File: src/hdl/twc_pkg.sv
package twc_pkg;

  // Fixed geometry of the cache and the address space.
  localparam int TAG_BITS_DEF = 6;
  localparam int SETS         = 32;
  localparam int LINE_SIZE    = 32;
  localparam int WAYS         = 2;
  localparam int ADDR_BITS    = 16;
  localparam int DATA_BITS    = 8;
  localparam int CNT_BITS     = 32;
  localparam int SET_BITS     = $clog2(SETS);
  localparam int OFF_BITS     = $clog2(LINE_SIZE);
  localparam int TAG_LSB      = SET_BITS + OFF_BITS;
  localparam int XFER_BITS    = OFF_BITS + 1;
  localparam int DMEM_BITS    = 1 + SET_BITS + OFF_BITS;
  localparam logic [15:0] LFSR_SEED = 16'hACE1;
  localparam logic REQ_READ  = 1'b0;
  localparam logic REQ_WRITE = 1'b1;

  typedef enum logic [2:0] {
    ST_CLEAR,
    ST_IDLE,
    ST_LOOKUP,
    ST_WBACK,
    ST_FILL,
    ST_ACCESS,
    ST_RESP
  } state_t;

  // Commands from the controller to the datapath.
  typedef struct packed {
    logic in_rdy;
    logic clr_step;
    logic lookup;
    logic wb_step;
    logic fill_step;
    logic access;
    logic out_load;
  } cmd_t;

  // Status from the datapath to the controller.
  typedef struct packed {
    logic clr_done;
    logic hit;
    logic need_wb;
    logic xfer_last;
    logic out_free;
  } sts_t;

endpackage

File: src/hdl/twc_ctrl.sv
module twc_ctrl (
  input  logic           clk,
  input  logic           rst_n,
  input  logic           in_valid,
  input  twc_pkg::sts_t  sts,
  output twc_pkg::cmd_t  cmd,
  output twc_pkg::state_t state
);

  twc_pkg::state_t state_r, state_nxt;

  // State register.
  always_ff @(posedge clk) begin
    if (!rst_n) begin
      state_r <= twc_pkg::ST_CLEAR;
    end else begin
      state_r <= state_nxt;
    end
  end

  // Next state.
  always_comb begin
    state_nxt = state_r;
    unique case (state_r)
      twc_pkg::ST_CLEAR:  if (sts.clr_done) state_nxt = twc_pkg::ST_IDLE;
      twc_pkg::ST_IDLE:   if (in_valid) state_nxt = twc_pkg::ST_LOOKUP;
      twc_pkg::ST_LOOKUP: begin
        if (sts.hit) state_nxt = twc_pkg::ST_ACCESS;
        else if (sts.need_wb) state_nxt = twc_pkg::ST_WBACK;
        else state_nxt = twc_pkg::ST_FILL;
      end
      twc_pkg::ST_WBACK:  if (sts.xfer_last) state_nxt = twc_pkg::ST_FILL;
      twc_pkg::ST_FILL:   if (sts.xfer_last) state_nxt = twc_pkg::ST_ACCESS;
      twc_pkg::ST_ACCESS: state_nxt = twc_pkg::ST_RESP;
      twc_pkg::ST_RESP:   if (sts.out_free) state_nxt = twc_pkg::ST_IDLE;
      default:            state_nxt = twc_pkg::ST_CLEAR;
    endcase
  end

  // Commands decoded from the state.
  always_comb begin
    cmd = '0;
    unique case (state_r)
      twc_pkg::ST_CLEAR:  cmd.clr_step = 1'b1;
      twc_pkg::ST_IDLE:   cmd.in_rdy = 1'b1;
      twc_pkg::ST_LOOKUP: cmd.lookup = 1'b1;
      twc_pkg::ST_WBACK:  cmd.wb_step = 1'b1;
      twc_pkg::ST_FILL:   cmd.fill_step = 1'b1;
      twc_pkg::ST_ACCESS: cmd.access = 1'b1;
      twc_pkg::ST_RESP:   cmd.out_load = sts.out_free;
      default:            cmd = '0;
    endcase
  end

  assign state = state_r;

endmodule

File: config.mk
export PLATFORM = sky130hd
export DESIGN_NAME = twc_ctrl
export DESIGN_NICKNAME = d
export VERILOG_FILES = /design/src/hdl/twc_pkg.sv /design/src/hdl/twc_ctrl.sv
export SDC_FILE = /design/constraint.sdc
export NUM_CORES = 1
export LEC_CHECK = 0
export BUFFER_PORTS_ARGS = -buffer_cell sky130_fd_sc_hd__buf_2
export CAP_MARGIN = 10
export CORE_AREA = 2 2 39 41
export CTS_BUF_LIST = sky130_fd_sc_hd__clkbuf_4 sky130_fd_sc_hd__clkbuf_8 sky130_fd_sc_hd__clkbuf_16
export DETAILED_ROUTE_END_ITERATION = 10
export DIE_AREA = 0 0 41 43
export SETUP_SLACK_MARGIN = 0.15
export SLEW_MARGIN = 20
export SYNTH_ARGS = -nofsm -noshare
export SYNTH_HDL_FRONTEND = slang
export SYNTH_SLANG_ARGS = --single-unit
File: constraint.sdc
create_clock -name clk -period 2.9 [get_ports clk]
set_input_delay 0.29 -clock clk [delete_from_list [all_inputs] [get_ports clk]]
set_output_delay 0.29 -clock clk [all_outputs]
set_load 0.02 [all_outputs]
Word-level counts from Yosys, hierarchy flattened
Cells that the tools add are included.

word-level totals
  register bits = 3
  bits in writable memories = 0
  memories = 0
  output and inout bits = 10
  input bits = 8
  memory bits (read-only) = 0
  bits in latches = 0
  word-level logic and storage cells = 29

cells by class
  reduce and logical (&&, ||, !) cells = 2
  add/subtract/negate cells = 0
  order comparisons = 0
  $mul = 0
  equal/unequal tests = 11
  shift-type cells = 0
  mux-type cells = 15
  bitwise logic cells = 0
  div/mod/pow operators = 0

operators by type and width
  operator              count
  $mux W3               7
  $pmux W3 S7           1
  $ne A2 B2 Y1 const B  5
  $eq A3 B3 Y1 const B  3
  $mux W1               7
  $eq A3 B2 Y1 const B  2
  $reduce_and A5 Y1     1
  $eq A3 B1 Y1 const B  1
  $logic_not A3 Y1      1

Longest topological paths before layout
Gate-level depths: netlist of run 1.

  word-level depth = 3
  depth in mapped cells = 4
  gate-level depth less buffers = 3

Worst setup path after synthesis of run 1
No wires, ideal clock.

  path type = register to output
  start point = register state_r[2] (netlist: state[2])
  end point = output port cmd[1] (netlist bit)
  data required time = 2.610 ns
  stages on the path, launching flop included = 3
  path slack = 1.313 ns
  arrival = 1.297 ns
  cell sequence = dfxtp_1 -> buf_2 -> nor3b_1

RTL lines
  what                    RTL line        text
  start, declared         twc_ctrl.sv:10  twc_pkg::state_t state_r, state_nxt;
  start signal, assigned  twc_ctrl.sv:15  state_r <= twc_pkg::ST_CLEAR;
  start signal, assigned  twc_ctrl.sv:17  state_r <= state_nxt;
  end, declared           twc_ctrl.sv:6   output twc_pkg::cmd_t cmd,

==> results.py, run 1 <==
metrics = {
    "run_status": {
        "run_status": "finished clean",
    },
    "layout": {
        "fin_nets": 63,
        "areaGrowthSynthToFinish_pct": 37.4,
        "final_common_cell": "buf_2",
        "diodes": 0,
        "mostFrequentLayoutCells": "buf_2, nor3b_1, o21ai_0, clkbuf_4, dfxtp_1",
        "drive_gt1_share_pct": 46.3,
        "fin_area_um2": 418,
        "fill_cells": 150,
        "largest_register_ffs": 3,
    },
    "pwr": {
        "p_per_area_nw_per_um2": 698,
        "ir_worst_vdd_v": 0.000185,
        "p_leak_uw": 0.000193,
    },
    "placed_design": {
        "place_area_um2": 388,
        "hpwl_um": 528,
        "port_buffers": 17,
        "gp_congestion": 0.712,
    },
    "synthesis": {
        "synth_xor_area_share_pct": 0,
        "ys_seq_elements": 3,
        "synth-adder-area-share_pct": 0,
        "synth_simple_gate_area_share_pct": 41.2,
        "ys_seq_area_share_pct": 19.8,
        "synth_compound_area_share_pct": 23.0,
        "synthMuxAreaShare_pct": 6.58,
        "syn_area_um2": 304,
        "syn_avg_cell_area_um2": 8.45,
        "syn_inst": 36,
        "ys_warn_count": 0,
        "synth_top_family_by_area": "simple AND/OR/NAND/NOR gates",
        "netlist-cell-type-count": 23,
        "synth_nets": 44,
    },
    "clock_network": {
        "clk_path_buf_depth": 2,
        "cts_tree": "done",
        "root_buffer": "clkbuf_4",
        "path_clk_slew_ns": 0.04,
        "insertion_delay_ns": 0.24,
        "cts_max_level": 1,
        "ctsHoldBuffers": 0,
        "clkSinkCount": 3,
        "cts-buffers-inserted": 3,
        "cts_setup_buffers": 0,
        "post_cts_resized": 0,
    },
    "detailed_routing": {
        "drtIter0Drc": 3,
        "wl_um": 729,
        "routed_wire_length_per_instance_um": 10.4,
        "final_antenna_net_count": 0,
        "drt_first_pass_iters": 4,
        "drc": 0,
        "vias": 328,
        "viasPerCell": 4.69,
    },
    "die": {
        "fp.dieW_um": 41,
        "dieHeight_um": 43,
        "row_count": 14,
        "initial_core_util_pct": 22.0,
        "core_area_um2": 1380,
        "die_area_um2": 1760,
        "ioPinCount": 18,
    },
    "grt": {
        "grt_start_max_net_pins": 19,
        "grt_pass1_vias": 289,
        "global_route.overflow_total": 0,
        "antenna_found_initial": 0,
        "grt_pass1_wl_mm": 1.16,
        "track_usage_pct": 10.1,
    },
    "critical_path": {
        "reg2reg_to": "state[0]",
        "slowest_stage": "dfxtp_1",
        "path_class": "reg2out",
        "crit_arrival_ns": 1.40,
        "crit_path_start_kind": "flop",
        "slowest_delay_ns": 0.60,
        "critPathRequiredTime_ns": 2.61,
        "crit_chain": "nor2b_1 -> and3_1 -> buf_2",
        "reg2reg_from": "state[2]",
        "crit_fanout": 16,
        "reg2reg_depth": 3,
        "rrSetupSlack_ns": 1.54,
        "worst_setup_path_end_kind": "output pin",
    },
    "job": {
        "max-cap-violations": 0,
    },
    "sta": {
        "worst_pin_slew_ns": 0.483,
        "fin_crit_sh_pct": 58.2,
        "rsz0062_at_grt": "no",
        "clock.fmax_ghz": 0.593,
        "min_period_ns": 1.69,
        "maxSlewHeadroom_pct": 67.8,
        "hold_violations": 0,
        "slew_violations": 0,
        "setup_viol": 0,
        "fin_setup_tns_ns": 0,
        "fin_worst_skew_ns": 0.00188,
    },
    "min_path": {
        "min_to": "state[0]",
        "min_from": "rst_n",
        "holdPathStages": 3,
        "min-delay-path-class": "in2reg",
    },
}
Yosys cell counts (all sizes together):
master	instances	share of area, %
a2111o	1	3.7
a211oi	2	6.6
a21oi	2	3.3
and3	1	2.1
and4bb	1	4.1
buf	3	7.0
dfxtp	3	20
inv	2	2.5
mux2i	2	6.6
nand2	1	1.2
nor2	1	1.2
nor2b	3	8.6
nor3	2	3.3
nor3b	4	9.9
nor4b	2	7.8
o21ai	4	6.6
o311ai	1	2.9
or3b	1	2.9
routing by layer:
layer | vias to the layer above | track usage [%] | part of all wire (%)
met5 | - | 0 | 0
met4 | 0 | 10.0 | 0
met3 | 0 | 3.14 | 7.1
met2 | 14 | 12.2 | 49
met1 | 141 | 13.2 | 43
li1 | 173 | - | -
power by group:
part / leakage [uW] / switching (uW) / total [uW] / internal [uW]
logic: 0.000150 / 68.6 / 123 / 54.4
registers: 0.0000246 / 33.3 / 84.0 / 50.7
clock network: 0.0000184 / 23.7 / 84.7 / 61.0
total: 0.000193 / 126 / 292 / 166
how the worst max path moves through the flow:
stage / start / to / slack (ns) / depth (start not counted)
6_report: state[1] / cmd[0] / 1.21 / 3
5_1_grt: state[1] / cmd[0] / 1.11 / 3
4_1_cts: state[1] / cmd[0] / 1.21 / 3
3_5_place_dp: state[1] / cmd[0] / 1.48 / 3
3_3_place_gp: state[1] / cmd[0] / 1.51 / 3
2_1_floorplan: state[2] / cmd[1] / 1.31 / 2
through the flow:
step | std cells | hold slack [ns] | utilization (%) | power, uW | worst slack [ns]
floorplan | 36 | 0.436 | - | 179 | 1.31
global placement | 66 | 0.562 | 28.0 | 207 | 1.51
detailed placement | 66 | 0.577 | 28.0 | 209 | 1.48
CTS | 70 | 0.326 | 30.2 | 297 | 1.21
global route | 70 | 0.329 | 30.2 | 316 | 1.11
finish | 70 | 0.328 | 30.2 | 292 | 1.21
cell families (layout without fill, tap and decap cells):
group                  after synthesis  in the layout
AO/OA/AOI/OAI                       10             10
buffers and inverters                5             23
flip-flops                           3              3
multiplexers                         2              2
AND/OR/NAND/NOR                     16             16
critical path, delay by kind of cell (launching register included):
family                 cells  cell delay, ns
DFF                        1            0.60
buffers and inverters      1            0.15
and+or+nand+nor            2            0.40
final cells by class:
cell class	instances	area [um2]	share of cell area (%)
sequential	3	60.1	14.4
tap	16	20.0	4.79
multi-input combinational	28	215	51.5
timing repair buffer	17	85.1	20.4
clock buffer	4	30.0	7.19
inverter	2	7.51	1.80
No activity file was read; power rests on OpenSTA's default activity.
==> run 2, diff against run 1 <==
- ABC_AREA: not set -> 1
- clock period: 2.9 -> 1.4 ns (I/O delays scaled with it)
==> run 2 against run 1 <==
Clock skew hardly changed. Register-to-register slack worse by 1.2 ns. Combinational power grew to 7.2 times the previous value. Core utilization is 6.5 points higher. Area after synthesis is 17% higher. Design area is 22% higher. Global-route usage is 0.51 points lower. Largest cell class unchanged. Sequential share of layout area is 0.82 points lower. Power grew to 4.5 times the previous value. Largest power group unchanged. Wire length is 11% higher.
==> results.py, run 2 <==
metrics = {
    "synthesis": {
        "ys_seq_elements": 3,
        "synth_nets": 69,
        "ys_warn_count": 0,
        "synth_common_cells": "nand2_1, inv_1, nor2_1, nor2_2, inv_2",
        "ys_seq_area_share_pct": 16.8,
        "synth.most_common_cell": "nand2_1",
        "syn_avg_cell_area_um2": 5.85,
        "syn_inst": 61,
        "synthFlopType": "dfxtp_1",
        "synthTopCellsByArea": "dfxtp_1, nand2_1, inv_1",
        "syn_area_um2": 357,
        "netlist-cell-type-count": 17,
        "synth_edf_count": 0,
        "async_reset_ff_share_pct": 0,
        "yosysTopAreaCellShare_pct": 16.8,
        "yosysTopAreaCell": "dfxtp_1",
    },
    "critical_path": {
        "crit_family": "flip-flops",
        "slowest_stage": "dfxtp_4",
        "crit_fanout": 6,
        "crit_chain": "buf_2 -> nor3_2 -> buf_4",
        "reg2reg_to": "state[0]",
        "rrSetupSlack_ns": 0.31,
        "crit_buf_inv": 2,
        "critPathRequiredTime_ns": 1.26,
        "reg2reg_depth": 8,
        "reg2reg_from": "state[1]",
        "crit_arrival_ns": 1.07,
        "worst_setup_path_end_kind": "output pin",
        "crit_path_start_kind": "flop",
        "slowest_delay_ns": 0.36,
        "path_class": "reg2out",
    },
    "layout": {
        "final_common_cell": "buf_2",
        "multi_input_comb_area_um2": 230,
        "mostFrequentLayoutCells": "buf_2, nand2_1, inv_1, nor2_2",
        "fill_cells": 159,
        "ff_latch_area_um2": 68.8,
        "largest_register_ffs": 3,
        "fin_nets": 91,
        "drive_gt1_share_pct": 53.7,
        "final_core_util_pct": 36.7,
        "diodes": 0,
        "areaGrowthSynthToFinish_pct": 42.5,
    },
    "sta": {
        "maxSlewHeadroom_pct": 85.5,
        "fin_crit_sh_pct": 86.5,
        "hold_slack_ns": 0.135,
        "fin_worst_skew_ns": 0.00165,
        "rsz0062_at_grt": "yes",
        "min_period_ns": 1.21,
        "setup_viol": 0,
        "fin_setup_tns_ns": 0,
        "slew_violations": 0,
        "worst_pin_slew_ns": 0.216,
        "hold_violations": 0,
        "clock.fmax_ghz": 0.826,
    },
    "pwr": {
        "p_per_area_nw_per_um2": 2570,
        "p_sw_uw": 704,
        "combPwrFrac_pct": 67.5,
        "p_sw_share_pct": 53.9,
        "p_seq_share_pct": 19.8,
        "p_leak_uw": 0.000309,
        "internal_power_uw": 603,
        "ir_worst_vdd_v": 0.000915,
        "clkPwrFrac_pct": 12.7,
    },
    "clock_network": {
        "cts_tree": "done",
        "path_clk_slew_ns": 0.03,
        "cts_max_level": 1,
        "insertion_delay_ns": 0.23,
        "clk_path_buf_depth": 2,
        "root_buffer": "clkbuf_4",
        "clkSinkCount": 3,
        "cts-buffers-inserted": 3,
    },
    "detailed_routing": {
        "vias": 401,
        "drtIter0Drc": 13,
        "drt_first_pass_iters": 4,
        "drc": 0,
        "wl_um": 808,
        "routed_wire_length_per_instance_um": 8.24,
        "final_antenna_net_count": 0,
        "viasPerCell": 4.09,
    },
    "min_path": {
        "holdPathStages": 3,
        "min-delay-path-class": "in2reg",
        "min_to": "state[1]",
        "min_from": "rst_n",
    },
    "job": {
        "max-cap-violations": 0,
    },
    "die": {
        "ioPinCount": 18,
        "dieHeight_um": 43,
        "fp.dieW_um": 41,
        "row_count": 14,
        "initial_core_util_pct": 25.8,
        "die_area_um2": 1760,
        "core_area_um2": 1380,
    },
    "grt": {
        "antenna_found_initial": 0,
        "global_route.overflow_total": 0,
        "track_usage_pct": 9.63,
        "grt_pass1_vias": 279,
        "grt_start_max_net_pins": 11,
        "grt_pass1_wl_mm": 1.12,
    },
    "placed_design": {
        "gp_congestion": 0.763,
        "hpwl_um": 647,
        "port_buffers": 17,
    },
    "run_status": {
        "run_status": "finished clean",
    },
}
[run 2: worst max path at each step]
stage	start	endpoint	slack, ns	depth (start not counted)
2_1_floorplan	state[0]	cmd[6]	0.14	3
3_3_place_gp	state[0]	state[0]	0.09	7
3_5_place_dp	state[0]	state[0]	0.1	7
4_1_cts	state[0]	cmd[1]	0.14	5
5_1_grt	state[1]	cmd[3]	0.15	5
6_report	state[0]	cmd[0]	0.19	3
[run 2: repair_timing]
action,4_1_cts,5_1_grt
pin swaps,0,0
setup buffers,0,2
endpoints found under the setup margin,10,5
resized for setup,5,4
hold buffers,0,0
endpoints found under the hold margin,0,0
[run 2: stage by stage]
step | total power [uW] | area, um2 | std cells | setup WS, ns
2_1_floorplan | 919 | 364 | 61 | 0.142
3_3_place_gp | 1070 | 447 | 92 | 0.0909
3_5_place_dp | 1070 | 447 | 92 | 0.0967
4_1_cts | 1280 | 488 | 96 | 0.145
5_1_grt | 1430 | 508 | 98 | 0.145
6_report | 1310 | 508 | 98 | 0.190
[run 2: cell families after synthesis]
logic type | after synthesis | share of synthesized area, %
simple gates | 35 | 51.6
compound gates | 6 | 9.47
flops | 3 | 16.8
buf+inv | 17 | 22.1
[run 2: cell type report]
cell class	instances	share of cell area [%]
timing repair buffer	19	20.2
multi-input combinational	41	45.3
tap	16	3.94
clock buffer	4	5.91
sequential	3	13.5
inverter	15	11.1
[run 2: per-layer routing]
metal | routed length (um) | GRT usage [%] | vias to the layer above
li1 | - | - | 230
met1 | 356 | 12.8 | 160
met2 | 407 | 12.8 | 11
met3 | 44 | 3.14 | 0
met4 | 0 | 6.00 | 0
met5 | 0 | 0 | -
[run 2: worst register-to-register path, delay by kind of cell, from the launching register on]
kind,cells,cell delay [ns]
flops,1,0.37
simple gates,8,0.61
[run 2: power by group through the flow]
stage,registers [uW],logic [uW],clock network [uW]
after global routing,271,981,176
after global placement,248,824,0
final,258,883,166
after CTS,270,834,172
after detailed placement,251,819,0
after floorplan,227,692,0
==> run 3, diff against run 2 <==
- RECOVER_POWER: not set -> 100
- REMOVE_ABC_BUFFERS: not set -> 1
- clock period: 1.4 -> 1.25 ns (I/O delays scaled with it)
==> run 3 against run 2 <==
First-iteration DRC count down 92%. Register-to-register slack worse by 0.24 ns. Worst hold slack worse by 0.019 ns. Sequential share of layout area down 1.7 points. Wire length up 27%. Cell count up 6.1%. Worst setup slack worse by 0.14 ns. Power up 37%. Via count up 13%. Global-route usage up 3.6 points. Design area up 19%. Clock skew up 0.0019 ns. Largest cell class unchanged. Highest routed layer is now met4.
==> results.py, run 3 (synthesized netlist as in run 2, its figures left out) <==
metrics = {
    "clock_network": {
        "cts-buffers-inserted": 3,
        "insertion_delay_ns": 0.24,
        "cts_max_level": 1,
        "clk_path_buf_depth": 2,
        "cts_tree": "done",
        "clkSinkCount": 3,
        "root_buffer": "clkbuf_4",
        "path_clk_slew_ns": 0.04,
    },
    "die": {
        "initial_core_util_pct": 25.8,
        "row_count": 14,
        "dieHeight_um": 43,
        "fp.dieW_um": 41,
        "ioPinCount": 18,
        "core_area_um2": 1380,
        "die_area_um2": 1760,
    },
    "sta": {
        "hold_violations": 0,
        "clock.fmax_ghz": 0.835,
        "maxSlewHeadroom_pct": 86.6,
        "slew_violations": 0,
        "fin_crit_sh_pct": 95.8,
        "fin_worst_skew_ns": 0.00355,
        "min_period_ns": 1.20,
        "worst_pin_slew_ns": 0.199,
        "hold_slack_ns": 0.116,
        "setup_viol": 0,
        "rsz0062_at_grt": "yes",
    },
    "critical_path": {
        "crit_chain": "nor2_2 -> nand2_1 -> inv_1 -> buf_2",
        "critical_path_depth": 4,
        "slowest_delay_ns": 0.38,
        "crit_arrival_ns": 1.07,
        "crit_fanout": 9,
        "worst_setup_path_end_kind": "output pin",
        "crit_family": "flip-flops",
        "crit_start": "state[1]",
        "path_class": "reg2out",
        "crit_path_end": "cmd[2]",
        "critPathRequiredTime_ns": 1.12,
        "crit_path_start_kind": "flop",
        "reg2reg_to": "state[0]",
        "reg2reg_from": "state[0]",
        "crit_buf_inv": 2,
        "rrSetupSlack_ns": 0.07,
        "slowest_stage": "dfxtp_4",
        "reg2reg_depth": 7,
    },
    "layout": {
        "diodes": 0,
        "fill_cells": 151,
        "mostFrequentLayoutCells": "nand2_1, buf_2, inv_1, buf_4, nor2_2",
        "fin_nets": 97,
        "final_core_util_pct": 43.7,
        "drive_gt1_share_pct": 61.4,
        "multi_input_comb_area_um2": 249,
        "largest_register_ffs": 3,
        "ff_latch_area_um2": 71.3,
        "areaGrowthSynthToFinish_pct": 69.5,
    },
    "detailed_routing": {
        "drc": 0,
        "routed_wire_length_per_instance_um": 9.86,
        "vias": 455,
        "drt_first_pass_iters": 2,
        "final_antenna_net_count": 0,
        "viasPerCell": 4.38,
        "drtIter0Drc": 1,
        "wl_mm": 1.03,
    },
    "pwr": {
        "p_leak_uw": 0.000350,
        "p_per_area_nw_per_um2": 2970,
        "ir_worst_vdd_v": 0.000971,
    },
    "job": {
        "max-cap-violations": 0,
    },
    "grt": {
        "antenna_found_initial": 0,
        "global_route.overflow_total": 0,
        "grt_start_max_net_pins": 10,
        "grt_pass1_vias": 425,
        "grt_pass1_wl_mm": 1.58,
        "track_usage_pct": 13.2,
    },
    "min_path": {
        "min-delay-path-class": "in2reg",
        "min_from": "rst_n",
    },
    "run_status": {
        "run_status": "finished clean",
    },
    "placed_design": {
        "hpwl_um": 687,
        "gp_congestion": 0.781,
        "port_buffers": 17,
    },
}
run 3: worst min path at each step:
| stage | cells after the start | slack [ns] | end |
|---|---|---|---|
| 2_1_floorplan | 2 | 0.25 | state[1] |
| 3_3_place_gp | 3 | 0.37 | state[1] |
| 3_5_place_dp | 3 | 0.38 | state[1] |
| 4_1_cts | 3 | 0.11 | state[1] |
| 5_1_grt | 3 | 0.13 | state[1] |
| 6_report | 3 | 0.12 | state[1] |
run 3: routing by layer:
metal / wire, um / track usage (%)
met5: 0 / 0
met4: 9 / 4.00
met3: 68 / 6.28
met2: 516 / 20.6
met1: 430 / 15.4
run 3: final cells by class:
type                            instances  share of cell area, %
Timing Repair Buffer                   25                   28.6
Clock buffer                            4                   4.97
Sequential cell                         3                   11.8
Multi-Input combinational cell         41                   41.2
Inverter                               15                   10.1
Tap cell                               16                   3.31
run 3: power by group:
| group | internal (uW) | total [uW] | switching (uW) |
|---|---|---|---|
| logic | 570 | 1270 | 700 |
| registers | 180 | 329 | 150 |
| clock network | 142 | 197 | 55.8 |
run 3: per-stage QoR:
step / TNS (ns) / worst slack [ns] / total power, uW / instances / instance area (um2)
floorplan: -0.285 / -0.165 / 943 / 59 / 334
global route: -0.0480 / -0.0236 / 1980 / 104 / 604
global placement: 0 / 0.0119 / 1210 / 93 / 447
finish: 0 / 0.0519 / 1800 / 104 / 604
detailed placement: 0 / 0.0272 / 1210 / 93 / 447
CTS: 0 / 0.0383 / 1680 / 102 / 558
run 3: repair_timing:
action                     in CTS  in global routing
buffers inserted                5                  2
hold buffers                    0                  0
pin swaps                       0                  1
setup endpoints to repair      12                 10
cloned                          0                  0
gates resized for setup        15                 10
run 3: worst reg2reg max path: cells and delay by family, from the launching register on:
kind / cells / cell delay [ns]
and+or+nand+nor: 4 / 0.33
DFF: 1 / 0.37
AOI/OAI and AO/OA: 2 / 0.23
buffers and inverters: 1 / 0.15
